## config.mk

```make
export PLATFORM = sky130hd
export DESIGN_NAME = morris_pratt_stream_matcher
export DESIGN_NICKNAME = d
export VERILOG_FILES = /design/src/design/mps_pkg.sv /design/src/design/mps_queue.sv /design/src/design/mps_engine.sv /design/src/design/morris_pratt_stream_matcher.sv
export SDC_FILE = /design/constraint.sdc
export NUM_CORES = 1
export LEC_CHECK = 0
export ABC_AREA = 1
export CORE_MARGIN = 2
export CORE_UTILIZATION = 60
export CTS_CLUSTER_SIZE = 25
export DETAILED_ROUTE_END_ITERATION = 16
export DONT_BUFFER_PORTS = 1
export PLACE_DENSITY_LB_ADDON = 0.2
export SYNTH_ARGS = -nofsm -noshare
export SYNTH_HDL_FRONTEND = slang
export SYNTH_SLANG_ARGS = --single-unit
```

## constraint.sdc

```tcl
create_clock -name clk -period 11.1 [get_ports clk]
set_clock_uncertainty 0.15 [all_clocks]
set_input_delay 1.11 -clock clk [delete_from_list [all_inputs] [get_ports clk]]
set_output_delay 1.11 -clock clk [all_outputs]
set_load 0.05 [all_outputs]
```

## src/design/mps_pkg.sv

```systemverilog
// ----------------------------------------------------------------------------
// mps_pkg: shared types and constants of the stream matcher
// Command and result records, configuration record, register indexes,
// engine states and the pattern byte lookup.
// ----------------------------------------------------------------------------
`default_nettype none

package mps_pkg;

  // configuration register indexes
  localparam logic [1:0] CFG_PATTERN_LENGTH = 2'd0;
  localparam logic [1:0] CFG_PATTERN_LOW    = 2'd1;
  localparam logic [1:0] CFG_PATTERN_HIGH   = 2'd2;

  // request kinds after classification
  typedef enum logic {
    CMD_RESTART = 1'b0,
    CMD_TEXT    = 1'b1
  } cmd_kind_t;

  typedef struct packed {
    cmd_kind_t   kind;
    logic [7:0]  text_byte;
  } cmd_t;

  typedef struct packed {
    logic        match_found;
    logic [31:0] match_start;
    logic [31:0] match_total;
  } result_t;

  typedef struct packed {
    logic [4:0]  pattern_length;
    logic [63:0] pattern_low;
    logic [63:0] pattern_high;
  } cfg_t;

  // engine sequencer states
  typedef enum logic [1:0] {
    ST_IDLE,
    ST_MATCH,
    ST_FALL,
    ST_BUILD
  } eng_state_t;

  // pattern byte idx of the sixteen configured bytes
  function automatic logic [7:0] pat_byte(input cfg_t cfg, input logic [3:0] idx);
    logic [63:0] word;
    word = idx[3] ? cfg.pattern_high : cfg.pattern_low;
    return word[{idx[2:0], 3'b000} +: 8];
  endfunction

endpackage

`default_nettype wire

```

## src/design/mps_queue.sv

```systemverilog
// ----------------------------------------------------------------------------
// mps_queue: small synchronous queue
// Decouples request classification from the engine and the engine from the
// result receiver. DEPTH must be a power of two.
// ----------------------------------------------------------------------------
`default_nettype none

module mps_queue #(
  parameter int WIDTH = 8,
  parameter int DEPTH = 2
) (
  input  wire logic             clk,
  input  wire logic             rst,
  input  wire logic             push,
  input  wire logic [WIDTH-1:0] wdata,
  output logic                  full,
  input  wire logic             pop,
  output logic [WIDTH-1:0]      rdata,
  output logic                  empty
);

  localparam int PTR_W = (DEPTH > 1) ? $clog2(DEPTH) : 1;
  localparam int CNT_W = $clog2(DEPTH + 1);

  logic [WIDTH-1:0] mem [0:DEPTH-1];
  logic [PTR_W-1:0] wr_ptr;
  logic [PTR_W-1:0] rd_ptr;
  logic [CNT_W-1:0] count;
  logic             do_push;
  logic             do_pop;

  assign full    = (count == CNT_W'(DEPTH));
  assign empty   = (count == '0);
  assign do_push = push && !full;
  assign do_pop  = pop && !empty;
  assign rdata   = mem[rd_ptr];

  // pointers and fill level
  always_ff @(posedge clk) begin
    if (rst) begin
      wr_ptr <= '0;
      rd_ptr <= '0;
      count  <= '0;
    end else begin
      if (do_push) begin
        wr_ptr <= wr_ptr + PTR_W'(1);
      end
      if (do_pop) begin
        rd_ptr <= rd_ptr + PTR_W'(1);
      end
      count <= count + CNT_W'(do_push) - CNT_W'(do_pop);
    end
  end

  // storage
  always_ff @(posedge clk) begin
    if (do_push) begin
      mem[wr_ptr] <= wdata;
    end
  end

endmodule

`default_nettype wire

```

## src/design/mps_engine.sv

```systemverilog
// ----------------------------------------------------------------------------
// mps_engine: failure table builder and match sequencer
// Takes one command at a time from the command queue. A restart rebuilds
// the failure table one entry per step; a text byte follows one failure
// link per cycle until it can extend the match.
// ----------------------------------------------------------------------------
`default_nettype none

module mps_engine #(
  parameter int MAX_PATTERN    = 16,
  parameter int POSITION_WIDTH = 32
) (
  input  wire logic            clk,
  input  wire logic            rst,
  input  wire mps_pkg::cfg_t   cfg,
  input  wire logic            cmd_empty,
  input  wire mps_pkg::cmd_t   cmd,
  output logic                 cmd_pop,
  input  wire logic            res_full,
  output logic                 res_push,
  output mps_pkg::result_t     res
);

  localparam int LEN_W = $clog2(MAX_PATTERN + 1);
  localparam int PW    = POSITION_WIDTH;
  localparam logic [PW-1:0] POS_MAX = '1;
  localparam logic [31:0]   CNT_MAX = '1;

  mps_pkg::eng_state_t state, state_next;

  logic [LEN_W-1:0] tbl [0:MAX_PATTERN];
  logic [LEN_W-1:0] j, j_next;
  logic [LEN_W-1:0] k, k_next;
  logic [LEN_W-1:0] i, i_next;
  logic [7:0]       c, c_next;
  logic [PW-1:0]    pos, pos_next;
  logic [31:0]      count, count_next;

  logic             tbl_we;
  logic [LEN_W-1:0] tbl_waddr;
  logic [LEN_W-1:0] tbl_wdata;

  logic [LEN_W-1:0] m;
  logic [LEN_W-1:0] m_minus1;
  logic [LEN_W-1:0] rd_addr;
  logic [LEN_W-1:0] tbl_rd;
  logic [LEN_W-1:0] lnk;
  logic [7:0]       cur_c;
  logic             hit;
  logic             do_match;
  logic [LEN_W-1:0] jn;
  logic [LEN_W-1:0] kw;
  logic [PW-1:0]    start;

  // effective pattern length, clamped to 1..MAX_PATTERN
  always_comb begin
    if (cfg.pattern_length == '0) begin
      m = LEN_W'(1);
    end else if (int'(cfg.pattern_length) > MAX_PATTERN) begin
      m = LEN_W'(MAX_PATTERN);
    end else begin
      m = LEN_W'(cfg.pattern_length);
    end
    m_minus1 = m - LEN_W'(1);
  end

  // one table read and one pattern compare per cycle
  assign rd_addr = (state == mps_pkg::ST_BUILD) ? k : j;
  assign tbl_rd  = tbl[rd_addr];
  assign lnk     = (tbl_rd < rd_addr) ? tbl_rd : '0;
  assign cur_c   = (state == mps_pkg::ST_IDLE) ? cmd.text_byte : c;
  assign hit     = (mps_pkg::pat_byte(cfg, 4'(rd_addr)) == cur_c);
  assign jn      = j + LEN_W'(hit);
  assign kw      = k + LEN_W'(hit);
  assign start   = (pos >= PW'(m_minus1)) ? (pos - PW'(m_minus1)) : '0;

  // state register and counters
  always_ff @(posedge clk) begin
    if (rst) begin
      state <= mps_pkg::ST_IDLE;
      j     <= '0;
      pos   <= '0;
      count <= '0;
    end else begin
      state <= state_next;
      j     <= j_next;
      pos   <= pos_next;
      count <= count_next;
    end
  end

  // build step registers
  always_ff @(posedge clk) begin
    k <= k_next;
    i <= i_next;
    c <= c_next;
  end

  // failure table, undefined until the first restart
  always_ff @(posedge clk) begin
    if (tbl_we) begin
      tbl[tbl_waddr] <= tbl_wdata;
    end
  end

  // sequencer
  always_comb begin
    state_next = state;
    j_next     = j;
    k_next     = k;
    i_next     = i;
    c_next     = c;
    pos_next   = pos;
    count_next = count;
    cmd_pop    = 1'b0;
    res_push   = 1'b0;
    res        = '0;
    tbl_we     = 1'b0;
    tbl_waddr  = i;
    tbl_wdata  = kw;
    do_match   = 1'b0;

    unique case (state)
      mps_pkg::ST_IDLE: begin
        if (!cmd_empty && !res_full) begin
          cmd_pop = 1'b1;
          c_next  = cmd.text_byte;
          if (cmd.kind == mps_pkg::CMD_RESTART) begin
            tbl_we     = 1'b1;
            tbl_waddr  = LEN_W'(1);
            tbl_wdata  = '0;
            i_next     = LEN_W'(2);
            k_next     = '0;
            c_next     = mps_pkg::pat_byte(cfg, 4'd1);
            j_next     = '0;
            pos_next   = '0;
            count_next = '0;
            state_next = mps_pkg::ST_BUILD;
          end else begin
            do_match = 1'b1;
          end
        end
      end
      mps_pkg::ST_MATCH: begin
        do_match = 1'b1;
      end
      mps_pkg::ST_FALL: begin
        // fall back after a full occurrence so overlaps are found
        j_next     = lnk;
        state_next = mps_pkg::ST_IDLE;
      end
      mps_pkg::ST_BUILD: begin
        if (k != '0 && !hit) begin
          k_next = lnk;
        end else begin
          tbl_we = 1'b1;
          if (i == LEN_W'(MAX_PATTERN)) begin
            res_push   = 1'b1;
            state_next = mps_pkg::ST_IDLE;
          end else begin
            i_next = i + LEN_W'(1);
            k_next = kw;
            c_next = mps_pkg::pat_byte(cfg, 4'(i));
          end
        end
      end
      default: begin
        state_next = mps_pkg::ST_IDLE;
      end
    endcase

    // one match step on the current text byte
    if (do_match) begin
      if (j >= m) begin
        j_next     = lnk;
        state_next = mps_pkg::ST_MATCH;
      end else if (j != '0 && !hit) begin
        j_next     = lnk;
        state_next = mps_pkg::ST_MATCH;
      end else begin
        res_push = 1'b1;
        pos_next = (pos == POS_MAX) ? pos : pos + PW'(1);
        j_next   = jn;
        if (jn == m) begin
          count_next      = (count == CNT_MAX) ? count : count + 32'd1;
          res.match_found = 1'b1;
          res.match_start = 32'(start);
          res.match_total = count_next;
          state_next      = mps_pkg::ST_FALL;
        end else begin
          res.match_total = count;
          state_next      = mps_pkg::ST_IDLE;
        end
      end
    end
  end

endmodule

`default_nettype wire

```

## src/design/morris_pratt_stream_matcher.sv

```systemverilog
// ----------------------------------------------------------------------------
// morris_pratt_stream_matcher: streaming Morris-Pratt pattern matcher
// Input requests (restart or text byte) enter through push/full into a
// two-entry command queue; results leave through a two-entry result queue
// read with pop/empty. Configuration registers are written on the cfg port,
// which is always ready; the user is to write them only while the block is
// idle, and the block does not enforce this. A text byte is compared in the
// idle state, follows failure links in the match state until it can extend
// the match and, after a completed occurrence, falls back in the fall state.
// No new command is taken before the last is through; the limit is the
// single failure table read port, which serves one link per cycle. A restart
// writes the first table entry when taken, then the MAX_PATTERN-1 further
// entries in the build state, following failure links. When the receiver
// stalls, the result queue fills, the engine holds its next command and the
// command queue then raises full. Reset empties both queues, clears the
// match length, position and count and loads pattern_length 1 and zero
// pattern bytes; the failure table is undefined until the first restart
// request.
// ----------------------------------------------------------------------------
`default_nettype none

module morris_pratt_stream_matcher #(
  parameter int MAX_PATTERN    = 16,
  parameter int POSITION_WIDTH = 32
) (
  input  wire logic        clk,
  input  wire logic        rst,
  input  wire logic        push,
  output logic             full,
  input  wire logic        action,
  input  wire logic [7:0]  text_byte,
  output logic             empty,
  input  wire logic        pop,
  output logic             match_found,
  output logic [31:0]      match_start,
  output logic [31:0]      match_total,
  input  wire logic        cfg_valid,
  output logic             cfg_ready,
  input  wire logic [1:0]  cfg_index,
  input  wire logic [63:0] cfg_data
);

  localparam int CMD_W = $bits(mps_pkg::cmd_t);
  localparam int RES_W = $bits(mps_pkg::result_t);

  mps_pkg::cfg_t    cfg;
  mps_pkg::cmd_t    cmd_in;
  mps_pkg::cmd_t    cmd_head;
  mps_pkg::result_t res_in;
  mps_pkg::result_t res_head;

  logic [CMD_W-1:0] cmd_in_bits;
  logic [CMD_W-1:0] cmd_head_bits;
  logic [RES_W-1:0] res_in_bits;
  logic [RES_W-1:0] res_head_bits;
  logic             cmd_empty;
  logic             cmd_pop;
  logic             res_full;
  logic             res_push;

  // configuration registers
  assign cfg_ready = 1'b1;

  always_ff @(posedge clk) begin
    if (rst) begin
      cfg.pattern_length <= 5'd1;
      cfg.pattern_low    <= '0;
      cfg.pattern_high   <= '0;
    end else if (cfg_valid && cfg_ready) begin
      unique case (cfg_index)
        mps_pkg::CFG_PATTERN_LENGTH: cfg.pattern_length <= cfg_data[4:0];
        mps_pkg::CFG_PATTERN_LOW:    cfg.pattern_low    <= cfg_data;
        mps_pkg::CFG_PATTERN_HIGH:   cfg.pattern_high   <= cfg_data;
        default: ;
      endcase
    end
  end

  // classify incoming requests
  assign cmd_in.kind      = action ? mps_pkg::CMD_TEXT : mps_pkg::CMD_RESTART;
  assign cmd_in.text_byte = text_byte;
  assign cmd_in_bits      = cmd_in;
  assign cmd_head         = mps_pkg::cmd_t'(cmd_head_bits);

  mps_queue #(
    .WIDTH (CMD_W),
    .DEPTH (2)
  ) u_cmd_queue (
    .clk   (clk),
    .rst   (rst),
    .push  (push),
    .wdata (cmd_in_bits),
    .full  (full),
    .pop   (cmd_pop),
    .rdata (cmd_head_bits),
    .empty (cmd_empty)
  );

  mps_engine #(
    .MAX_PATTERN    (MAX_PATTERN),
    .POSITION_WIDTH (POSITION_WIDTH)
  ) u_engine (
    .clk       (clk),
    .rst       (rst),
    .cfg       (cfg),
    .cmd_empty (cmd_empty),
    .cmd       (cmd_head),
    .cmd_pop   (cmd_pop),
    .res_full  (res_full),
    .res_push  (res_push),
    .res       (res_in)
  );

  // result queue toward the receiver
  assign res_in_bits = res_in;

  mps_queue #(
    .WIDTH (RES_W),
    .DEPTH (2)
  ) u_res_queue (
    .clk   (clk),
    .rst   (rst),
    .push  (res_push),
    .wdata (res_in_bits),
    .full  (res_full),
    .pop   (pop),
    .rdata (res_head_bits),
    .empty (empty)
  );

  assign res_head    = mps_pkg::result_t'(res_head_bits);
  assign match_found = res_head.match_found;
  assign match_start = res_head.match_start;
  assign match_total = res_head.match_total;

endmodule

`default_nettype wire

```

==> impl_results.md <==
* Status: completed
* Fin crit share at 66.1%
* I/O pin cnt at 148
* Power Density at 222 nW/µm²
* Ys Warns at 0
* Layout cells sized above 1 at 6.88%
* Total CTS buffers at 47
* Family with the most delay on the worst path: simple AND/OR/NAND/NOR gates
* Mapped Area at 23900 µm²
* Arrival time worst endpoint at 7.60 ns
* Std-Cell Rows at 73
* R2r setup slk at 3.76 ns
* Largest area contributor in the netlist: edfxtp_1
* Setup crit end: u_res_queue.mem[0][43]
* CP required at 11.36 ns
* Netlist cell types at 55
* Most frequent cells after synthesis: nand2_1, nor2_1, nand3_1
* Synth top area share at 31.5%
* GR Util All Layers at 30.0%
* Relative max-transition margin at 11.3%
* Worst Max-Slew Pin Slew at 1.33 ns
* Min Tclk post-route at 7.34 ns
* Final hold vios at 0
* Critical path's largest stage delay at 1.04 ns
* Placed cell area at 24000 µm²
* Slew Viols, Final at 0
* CP max stage cell: nand2_2
* Worst Setup Start Kind: register
* Buffers added on ports at 0
* Via Count at 20142
* Vias in the first global route at 18818
* Wire per inst at 18.7 µm
* Async set or reset register ratio after synthesis at 0%
* Worst flop-to-flop path endpoint: u_res_queue.mem[0][43]
* Clock Sinks at 465
* NumNets Final at 2937
* Crit path from: u_engine.state[0]
* Worst path depth at 30
* Top post-synthesis cells by area: edfxtp_1, dfxtp_1, nand2_1
* Global-route wire length before repair at 99800 µm
* Sequential cell area at 11800 µm²
* Area grow syn2layout at 6.89%
* Vias/cell at 5.94
* Routed Wire Length at 63300 µm
* Min-Delay Path Class: register to register
* Placer congestion estimate at 0.930
* Post_cts resized at 0
* Most frequent cell after synthesis: nand2_1
* CP dominant cell by count: nand2_1
* # setup viols final at 0
* Static Leak at 0.0100 µW
* Peak supply drop at 0.146 mV
* Die extent in y at 204 µm
* TritonRoute pass-1 iters at 6
* Initial antenna violation count at 2
* # fillers at 3361
* RSZ-0062 raised after global routing: no
* H-tree depth at 2
* Worst Path Buf+Inv at 7
* RR Startpoint: u_engine.state[0]
* Starting density of the core at 60.5%
* Multi-input logic area at 10400 µm²
* Worst-skew pair later-pin latency at 0.59 ns
* Post-CTS Setup Bufs at 0
* Crit path kind: register to register
* Max Cap Viol at 0
* Initial DRC Count at 2052
* Number of synthesized flops with an enable pin at 251
* Cells after Synth at 2937
* Largest net degree at the start of global routing at 110
* Die Area at 41500 µm²
* Root buffer cell: clkbuf_16
* FF+latch count, synth at 465
* Fin area at 25600 µm²
* Top FF cell, synth: edfxtp_1
* Worst r2r path cells at 30
* Syn_area_per_cell at 8.15 µm²
* TNS Setup at 0 ns
* Post-CTS Hold Fix Bufs at 0
* Sequential share of the synthesized area at 49.4%
* Antenna Nets Post-Route at 0
* Max Clock Freq at 136 MHz
* Design Power at 5670 µW
* CTS tree: built
* HPWL after DPL at 41700 µm
* Number of remaining DRC errors at 0
* Die X at 204 µm
* Crit-path max FO at 68
* Worst-path clk slew at 0.07 ns
* CORE AREA at 39500 µm²
* Clk buf depth at 3
* Total gr overflow at 0
* Critical Path End Type: register
metrics by stage:
step                setup slack (ns)  std cells  utilization [%]  hold WS, ns
floorplan                       5.47       2938                -        0.272
global placement                4.39       3303             60.8        0.290
detailed placement              3.97       3303             60.8        0.307
CTS                             3.94       3390             64.7        0.316
global route                    3.36       3392             64.7        0.330
finish                          3.76       3392             64.7        0.317
placed cells by master, fill, tap and decap left out, types with 9 or more instances in the layout:
master / synthesis / final
o21ai_0: 287 / 287
o22ai_1: 9 / 9
xnor2_1: 16 / 16
nor3_1: 53 / 53
clkbuf_1: 127 / 9
clkbuf_16: 0 / 50
clkinv_2: 1 / 11
o211ai_1: 22 / 22
ha_1: 29 / 29
nor2_1: 375 / 371
edfxtp_1: 251 / 251
a21oi_1: 197 / 197
nand3_1: 310 / 309
mux2_2: 65 / 65
inv_1: 252 / 251
dfxtp_1: 214 / 213
xor2_1: 67 / 67
buf_4: 9 / 20
clkbuf_8: 0 / 9
nand2_1: 492 / 491
nand4_1: 33 / 33
flip-flops by register name (all words and copies together) (netlist names), 5 cells and up, named ones only:
signal and cells:
cfg 133, u_cmd_queue.mem 18, u_engine.c 8, u_engine.count 32
u_engine.i 5, u_engine.j 5, u_engine.k 5, u_engine.pos 32
u_engine.tbl 85, u_res_queue.mem 130
area by class of cell:
| class | count | area share (%) |
|---|---|---|
| Clock buffer | 68 | 5.50 |
| Clock inverter | 19 | 0.523 |
| Tap cell | 525 | 2.57 |
| Sequential cell | 465 | 46.2 |
| Timing Repair Buffer | 20 | 0.587 |
| Inverter | 260 | 3.83 |
| Multi-Input combinational cell | 2033 | 40.8 |
| Antenna cell | 2 | 0.0196 |
metal layers:
| metal | vias up | GRT usage, % | part of all wire, % |
|---|---|---|---|
| met5 | - | 0 | 0.021 |
| met4 | 2 | 9.67 | 2.6 |
| met3 | 127 | 5.83 | 8.5 |
| met2 | 827 | 49.9 | 48 |
| met1 | 9517 | 39.6 | 41 |
| li1 | 9669 | - | - |
where the power goes:
group / switching [µW] / internal [µW]
Clock: 672 / 907
Sequential: 87.4 / 2030
Combinational: 1480 / 498
logic make-up after synthesis:
kind of cell | Yosys count | share of synthesized area (%)
muxes | 72 | 3.35
AOI/OAI and AO/OA | 550 | 12.2
DFF | 465 | 49.4
buffers and inverters | 440 | 7.32
adders and majority gates | 30 | 1.60
and+or+nand+nor | 1296 | 23.1
xor gates and xnor gates | 83 | 3.04
other | 1 | 0.0157
worst min-delay path by stage:
stage | from | to | slack [ns] | depth (start not counted)
after floorplan | u_cmd_queue.count[1] | u_cmd_queue.count[1] | 0.27 | 1
after global placement | u_cmd_queue.count[1] | u_cmd_queue.count[1] | 0.29 | 1
after detailed placement | u_cmd_queue.count[1] | u_cmd_queue.count[1] | 0.31 | 1
after CTS | cfg[63] | cfg[63] | 0.32 | 2
after global routing | u_cmd_queue.count[1] | u_cmd_queue.count[1] | 0.33 | 1
final | u_cmd_queue.count[1] | u_cmd_queue.count[1] | 0.32 | 1
(Power assumes the default switching activity.)
